<file path="config.mk">
export PLATFORM = sky130hd
export DESIGN_NAME = mhpq_cell
export DESIGN_NICKNAME = d
export VERILOG_FILES = /design/src/rtl/core/mhpq_pkg.sv /design/src/rtl/core/mhpq_cell.sv
export SDC_FILE = /design/constraint.sdc
export NUM_CORES = 1
export LEC_CHECK = 0
export ABC_AREA = 1
export BUFFER_PORTS_ARGS = -buffer_cell sky130_fd_sc_hd__buf_2
export CELL_PAD_IN_SITES_DETAIL_PLACEMENT = 2
export CELL_PAD_IN_SITES_GLOBAL_PLACEMENT = 2
export CORE_UTILIZATION = 24
export CTS_BUF_LIST = sky130_fd_sc_hd__clkbuf_8
export CTS_CLUSTER_DIAMETER = 150
export DETAILED_ROUTE_END_ITERATION = 8
export GPL_TIMING_DRIVEN = 0
export PLACE_DENSITY_LB_ADDON = 0.1
export SETUP_SLACK_MARGIN = 0.15
export SYNTH_ARGS = -nofsm -noshare
export SYNTH_HDL_FRONTEND = slang
export SYNTH_SLANG_ARGS = --single-unit
</file>
<file path="constraint.sdc">
create_clock -name clk_i -period 3.27 [get_ports clk_i]
set_input_delay 0.4905 -clock clk_i [delete_from_list [all_inputs] [get_ports clk_i]]
set_output_delay 0.4905 -clock clk_i [all_outputs]
set_load 0.02 [all_outputs]
</file>
<file path="src/rtl/core/mhpq_pkg.sv">
// shared types and codes for the max-heap priority queue
// no dependencies
package mhpq_pkg;

  localparam logic OpPush = 1'b0;
  localparam logic OpPop  = 1'b1;

  localparam int unsigned KeyWidth   = 32;
  localparam int unsigned CountWidth = 7;

  typedef enum logic [1:0] {
    ErrOk        = 2'd0,
    ErrUnderflow = 2'd1,
    ErrOverflow  = 2'd2
  } err_e;

  typedef struct packed {
    logic push;
    logic pop;
  } cell_ctrl_t;

endpackage

</file>
<file path="src/rtl/core/mhpq_cell.sv">
// one storage cell of the sorted key chain
// depends on mhpq_pkg
module mhpq_cell (
  input  logic                                   clk_i,
  input  mhpq_pkg::cell_ctrl_t                   ctrl_i,
  input  logic                                   occupied_i,
  input  logic signed [mhpq_pkg::KeyWidth-1:0]   key_i,
  input  logic                                   left_ge_i,
  input  logic signed [mhpq_pkg::KeyWidth-1:0]   left_key_i,
  input  logic signed [mhpq_pkg::KeyWidth-1:0]   right_key_i,
  output logic                                   ge_o,
  output logic signed [mhpq_pkg::KeyWidth-1:0]   key_o
);
  import mhpq_pkg::*;

  logic signed [KeyWidth-1:0] key_q, key_d;

  assign ge_o  = occupied_i && (key_q >= key_i);
  assign key_o = key_q;

  always_comb begin
    key_d = key_q;
    if (ctrl_i.push) begin
      if (ge_o) begin
        key_d = key_q;
      end else if (left_ge_i) begin
        key_d = key_i;
      end else begin
        key_d = left_key_i;
      end
    end else if (ctrl_i.pop) begin
      key_d = right_key_i;
    end
  end

  always_ff @(posedge clk_i) begin
    key_q <= key_d;
  end

endmodule

</file>
Word-level counts from Yosys, hierarchy flattened --
Cells that the tools add are included.
Operators by class: magnitude comparators 1, eq/ne operators 1, multiplexer cells 4, reduce and logical (&&, ||, !) cells 3
Operators by type and width (number):
- $mux 32 | 4
- $ge 32x32->1 | 1
- $ne 2x2->1 const B | 1
- $reduce_and 2->1 | 1
- $reduce_bool 2->1 | 1
- $logic_and 1x1->1 | 1
Storage, ports and cells: register bits after elaboration 32, input bits 101, output and inout bits 33, word-level logic and storage cells 10

Logic depth before layout (Yosys ltp) --
Gate-level depths: netlist (run 1).
word-level depth 4, depth in mapped cells 18, gate-level depth less buffers 18

Worst setup path before layout (run 1) --
Ideal clock, no wire load.
kind reg2reg, from register key_q[31] (netlist: key_o[31]), to register key_q[0] (netlist: key_o[0]), enable pin, setup time 389 ps, arrival 2304 ps, required time 2881 ps, slack 576 ps, cell stages (with the launch flop) 12, path buffers 0, clock period less this slack 2694 ps, cell sequence edfxtp_1 > ha_1 > nand2_1 > nor2_2 > nand2_2 > nor4_4 > nand2_1 > nand3_1 > nand3_1 > nand2_1 > nand2_1 > nand2_1
Between the ends: cells in the longest elaborated chain, start to end 4
RTL lines:
- start, declared | RTL line mhpq_cell.sv:16 | logic signed [KeyWidth-1:0] key_q, key_d;
- start signal, assigned | RTL line mhpq_cell.sv:37 | key_q <= key_d;
- $ge 32x32->1 | RTL line mhpq_cell.sv:18 | assign ge_o = occupied_i && (key_q >= key_i);
- $logic_and 1x1->1 | RTL line mhpq_cell.sv:18
- $ne 2x2->1 (no source line)
- $reduce_and 2->1 (no source line)
No other way between the ends. A chain may end at the register's enable or synchronous reset.

Worst setup path in the final report (run 1) --
from register key_q[10] (netlist: key_o[10]), to output port ge_o
Between the ends: cells in the longest elaborated chain, start to end 2
RTL lines:
- $ge 32x32->1 | RTL line mhpq_cell.sv:18
- $logic_and 1x1->1 | RTL line mhpq_cell.sv:18
- end, declared | RTL line mhpq_cell.sv:11 | output logic ge_o,
No other way between the ends.

==> impl_metrics.tcl, run 1 <==
set metrics [dict create \
    cts_made_buffers 5 \
    worstSetupStartpoint "key_o[10]" \
    start_util_pct 25.1 \
    ir_worst_vdd_mv 0.131 \
    setup_violations 0 \
    start_kind "register" \
    drc 0 \
    run_status "completed" \
    worst_hold_slack_ns 0.483 \
    drt_first_pass_iters 4 \
    final_cell_mix "buf_2, nand2_1, o21ai_0" \
    clockBufferDepth 2 \
    die_w_um 104 \
    top_level_ports 134 \
    slew_violations 0 \
    worstReg2RegStart "key_o[10]" \
    slew_headroom_pct 62.0 \
    setup.worst_path.end_class "primary output" \
    min_path_type "in2reg" \
    area_growth_pct 37.0 \
    ctsHoldBuffers 0 \
    fill_cells 1241 \
    worst_pin_slew_ns 0.570 \
    io_buffer_count 133 \
    fp.dieArea_um2 10800 \
    cp_max_fo 2 \
    viasPerCell 4.53 \
    cts.clk_slew.worst_paths_ns 0.07 \
    layout_commonest_cell "buf_2" \
    grt_usage_pct 17.1 \
    die_h_um 104 \
    synth_cell_types 21 \
    power_w 0.00129 \
    num_antenna_cells 0 \
    core_region_area_um2 9910 \
    p_per_area_nw_per_um2 378 \
    synth_warnings 0 \
    skew_ns 0.00204 \
    ys_ff_latch 32 \
    antenna_found_initial 0 \
    fin_nets 592 \
    rows 36 \
    power_leakage_nw 1.76 \
    syn_nets 452 \
    grt_overflow 0 \
    crit_type "reg2out" \
    drtIter0Drc 38 \
    period_needed_ns 2.70 \
    cp_data_required_time_ns 2.78 \
    num_vias 2687 \
    rsz0062_at_grt "no" \
    final_cell_area_um2 3400 \
    placed_cell_area_um2 3320 \
    wire_per_inst_um 15.0 \
    root_buffer "clkbuf_8" \
    synth_area_um2 2480 \
    grt_max_degree 33 \
    synth.avg_cell_area_um2 7.79 \
    gp_congestion 0.736 \
    ant_nets 0 \
    worstHoldStart "right_key_i[16]" \
    layout-drive-gt1-share_pct 32.2 \
    dp_hpwl_mm 7.13 \
    stdcell_count 593 \
    max_cap_violations 0 \
    cp_slowest_cell "edfxtp_1" \
    fmax_mhz 370 \
    clock_latency_ns 0.29 \
    synth_cells 319 \
    synth_seq_area_share_pct 38.7 \
    cts.sink_count 32 \
    grt_pass1_vias 2986 \
    cts_tree "yes" \
    finalCritPeriodShare_pct 82.7 \
    dp.cells 585 \
    wl_mm 8.87 \
    arrival_ns 2.21 \
    crit_top_cell "nand2_1" \
    cpPeakStageDelay_ns 0.42 \
    largest_reg_flops 32 \
    hold_viol_final 0 \
    cts_max_level 2 \
    path_cells "ha_1, nand4_1, nor3_1, nand2_1, nand2_1, nand2_1, nand2_1, nand2_1, nand3_1, nand2_1, inv_1, buf_2" \
    grt_pass1_wl_mm 14.6 \
]
[metal layers]
| layer | vias up | wire, um | GRT usage, % |
|---|---|---|---|
| met1 | 1260 | 3780 | 20.2 |
| met2 | 77 | 4410 | 30.8 |
| li1 | 1345 | - | - |
| met4 | 0 | 66 | 3.67 |
| met3 | 5 | 605 | 4.78 |
| met5 | - | 0 | 0 |
[final timing paths]
check | end | slack [ns] | cells past startpoint
setup / recovery | ge_o | 0.57 | 12
hold / removal | key_o[16] | 0.48 | 3
setup reg to reg | key_o[14] | 0.70 | 11
hold reg to reg | key_o[29] | 1.42 | 6
[final cells by class]
class                           count  area, um2  area share, %
Sequential cell                    32        961           28.2
Clock buffer                        5       68.8           2.02
Timing Repair Buffer              133        666           19.6
Buffer                             12       46.3           1.36
Tap cell                          133        166           4.89
Multi-Input combinational cell    233       1330           39.0
Inverter                           42        158           4.63
Clock inverter                      3       11.3          0.331
[synth_stat cells (all sizes together)]
library cell | n | area share (%)
a21o | 2 | 0.60
a21oi | 14 | 3.1
buf | 2 | 0.35
clkbuf | 10 | 1.5
edfxtp | 32 | 39
ha | 32 | 16
inv | 42 | 6.3
nand2 | 68 | 10
nand3 | 3 | 0.60
nand4 | 3 | 0.76
nor2 | 40 | 6.2
nor3 | 1 | 0.20
nor4 | 1 | 0.86
o21a | 2 | 0.65
o21ai | 67 | 13
[critical path, delay by kind of cell, from the launching register on]
family	cells	cell delay (ns)
adder cells (fa/ha/maj)	1	0.31
AND/OR/NAND/NOR	9	0.98
flip-flops	1	0.42
buffers and inverters	2	0.21
[logic make-up after synthesis]
logic type / Yosys count / share of synthesized area, %
DFF: 32 / 38.7
buffers and inverters: 54 / 8.21
adders and majority gates: 32 / 16.1
and+or+nand+nor: 116 / 19.1
AOI/OAI and AO/OA: 85 / 17.9
[per-stage QoR]
step	utilization (%)	TNS, ns	worst slack (ns)
after floorplan	-	0	0.576
after global placement	33.5	-8.79	-0.278
after CTS	34.3	0	0.399
after global routing	34.4	0	0.361
final	34.4	0	0.567
after detailed placement	33.5	0	0.211
[power breakdown]
| part | internal [W] | switching (W) | leakage [nW] |
|---|---|---|---|
| sequential | 0.000515 | 0.0000251 | 0.318 |
| clock | 0.000142 | 0.000168 | 0.0482 |
| combinational | 0.000167 | 0.000271 | 1.39 |
| total | 0.000824 | 0.000464 | 1.76 |
[what timing repair did]
item                       in CTS  in global routing
setup buffers                   0                  0
resized for setup               0                  1
setup endpoints to repair       0                 19
Power figures use the tool's default switching activity.
==> inputs of run 2 (changes only) <==
CORE_UTILIZATION = 22   (was 24)
clock period = 2.3 ns   (was 3.27 ns; I/O delays follow)
==> run 2 against run 1 <==
  * The run now ends with negative setup slack left
  * Clock skew increased by 0.0060 ns
  * Design area increased by 10%
  * Clock power increased by 40%
  * Worst setup slack got worse by 0.71 ns
  * Wire length increased by 11%
  * Hold slack got worse by 0.14 ns
  * Final cell count increased by 3.0%
  * Sequential power increased by 43%
  * Global-route usage increased by 0.13 points
  * Sequential share of layout area decreased by 2.7 points
==> impl_metrics.tcl, run 2 (synthesis gave the netlist of run 1 again) <==
set metrics [dict create \
    cp_max_fo 2 \
    wl_mm 9.87 \
    final_cell_mix "buf_2, nand2_1, o21ai_0" \
    grt_pass1_vias 3075 \
    cpPeakStageDelay_ns 0.43 \
    layout_setup_ws_ns -0.146 \
    cts_tree "yes" \
    worst_pin_slew_ns 0.816 \
    setup.worst_path.end_class "primary output" \
    critPathTopFamily "simple AND/OR/NAND/NOR gates" \
    setup_violations 25 \
    path_cells "ha_1, nand2_4, nor2_4, nand2_4, nor4_4, nand2_2, nand2_1, nand2_1, nand3_2, nand2_2, inv_1, buf_6" \
    arrival_ns 2.10 \
    skew_ns 0.00805 \
    power_w 0.00199 \
    ctsHoldBuffers 0 \
    io_buffer_count 133 \
    slew_headroom_pct 45.5 \
    dp_hpwl_mm 7.38 \
    rows 38 \
    largest_reg_flops 32 \
    power_leakage_nw 1.87 \
    clock_latency_ns 0.28 \
    max_cap_violations 0 \
    antenna_found_initial 0 \
    cts.sink_count 32 \
    cp_data_required_time_ns 1.96 \
    switchingPower_w 0.000731 \
    die_h_um 108 \
    top_level_ports 134 \
    layout_commonest_cell "buf_2" \
    ant_nets 0 \
    finalCritPeriodShare_pct 106 \
    grt_usage_pct 17.3 \
    holdPathEnd "key_o[3]" \
    drt_first_pass_iters 4 \
    fin_nets 603 \
    slew_violations 0 \
    viasPerCell 4.49 \
    run_status "complete, but fails checks" \
    num_vias 2743 \
    power.internal_w 0.00126 \
    cp_slowest_cell "edfxtp_1" \
    place_ws_ns -0.195 \
    min_path_type "in2reg" \
    ff2ff_setup_slack_ns -0.10 \
    grt_max_degree 11 \
    die_w_um 108 \
    ir_worst_vdd_mv 0.160 \
    drc 0 \
    num_antenna_cells 0 \
    crit_type "reg2out" \
    pwr-share-comb_pct 39.3 \
    p_per_area_nw_per_um2 528 \
    reg2reg_to "key_o[21]" \
    layout-drive-gt1-share_pct 38.0 \
    start_util_pct 22.7 \
    worstHoldStart "right_key_i[3]" \
    wire_per_inst_um 16.2 \
    core_region_area_um2 10900 \
    fmax_mhz 409 \
    period_needed_ns 2.45 \
    swShare_pct 36.8 \
    worstReg2RegStart "key_o[31]" \
    fp.dieArea_um2 11700 \
    worst_hold_slack_ns 0.342 \
    grt_overflow 0 \
    rsz0062_at_grt "yes" \
    grt_pass1_wl_mm 15.4 \
    drtIter0Drc 47 \
    gp_congestion 0.711 \
    path_buf_inv 2 \
    cts.clk_slew.worst_paths_ns 0.08 \
    start_kind "register" \
    clockBufferDepth 2 \
    ff2ff_path_depth 14 \
    cts_made_buffers 5 \
    root_buffer "clkbuf_8" \
    cts_max_level 2 \
    min_path_cells 3 \
    violations "negative setup slack" \
    hold_viol_final 0 \
    seqPwrFrac_pct 38.9 \
    area_growth_pct 51.4 \
    p_clk_share_pct 21.8 \
]
run 2: cell types whose count changed in the layout (fill, tap and decap cells not counted), moves of 3 or more:
cell and change:
nand2_2 +4, ha_1 -7, nand2_8 +5, ha_4 +7
nand2_1 -7, buf_4 +3, buf_12 +3, a21oi_1 -3
buf_6 +3
run 2: layout make-up:
cell class              count  area [um2]
fillers                  1312        7170
well taps                 140         175
multi-input cells         236        1560
clock buffers               5        68.8
clock inverters             3        11.3
repair buffers            141         777
flip-flops and latches     32         961
plain buffers              12        46.3
inverters                  42         158
run 2: through the flow:
| stage | setup TNS, ns | instances | util, % | area, um2 |
|---|---|---|---|---|
| floorplan | 0 | 319 | - | 2520 |
| global placement | -6.20 | 592 | 30.7 | 3360 |
| detailed placement | -6.19 | 592 | 30.7 | 3360 |
| CTS | -3.83 | 609 | 33.3 | 3640 |
| global route | -5.91 | 611 | 34.4 | 3760 |
| finish | -2.26 | 611 | 34.4 | 3760 |
run 2: tightest hold or removal path, delay by kind of cell:
kind | cells | cell delay [ns]
AOI/OAI and AO/OA | 1 | 0.06
buffers and inverters | 1 | 0.07
and+or+nand+nor | 1 | 0.04
run 2: power by group through the flow:
stage / Combinational, W / Clock (W) / Sequential [W]
final: 0.000782 / 0.000433 / 0.000773
after detailed placement: 0.000654 / 0 / 0.000783
after global placement: 0.000635 / 0 / 0.000781
after CTS: 0.000750 / 0.000454 / 0.000770
after global routing: 0.000874 / 0.000471 / 0.000783
after floorplan: 0.000294 / 0 / 0.000861
run 2: what timing repair did:
item | 4_1_cts | 5_1_grt
setup endpoints to repair | 33 | 33
gates resized for setup | 15 | 16
pin swaps | 3 | 1
buffers inserted | 6 | 2
gates cloned | 3 | 0
run 2: worst max path at each step:
stage	start	end	slack [ns]	depth (start not counted)
2_1_floorplan	key_o[31]	key_o[0]	0.16	11
3_3_place_gp	key_i[31]	key_o[9]	-0.20	13
3_5_place_dp	key_i[31]	key_o[8]	-0.19	13
4_1_cts	key_o[19]	ge_o	-0.18	10
5_1_grt	key_o[19]	ge_o	-0.27	10
6_report	key_o[30]	ge_o	-0.15	12
run 2: layer usage:
layer	vias to the layer above	global-route usage, %	wire (um)
met4	0	3.28	77
met3	7	3.50	554
met5	-	0	0
met2	76	30.9	4760
met1	1286	21.4	4480
li1	1374	-	-
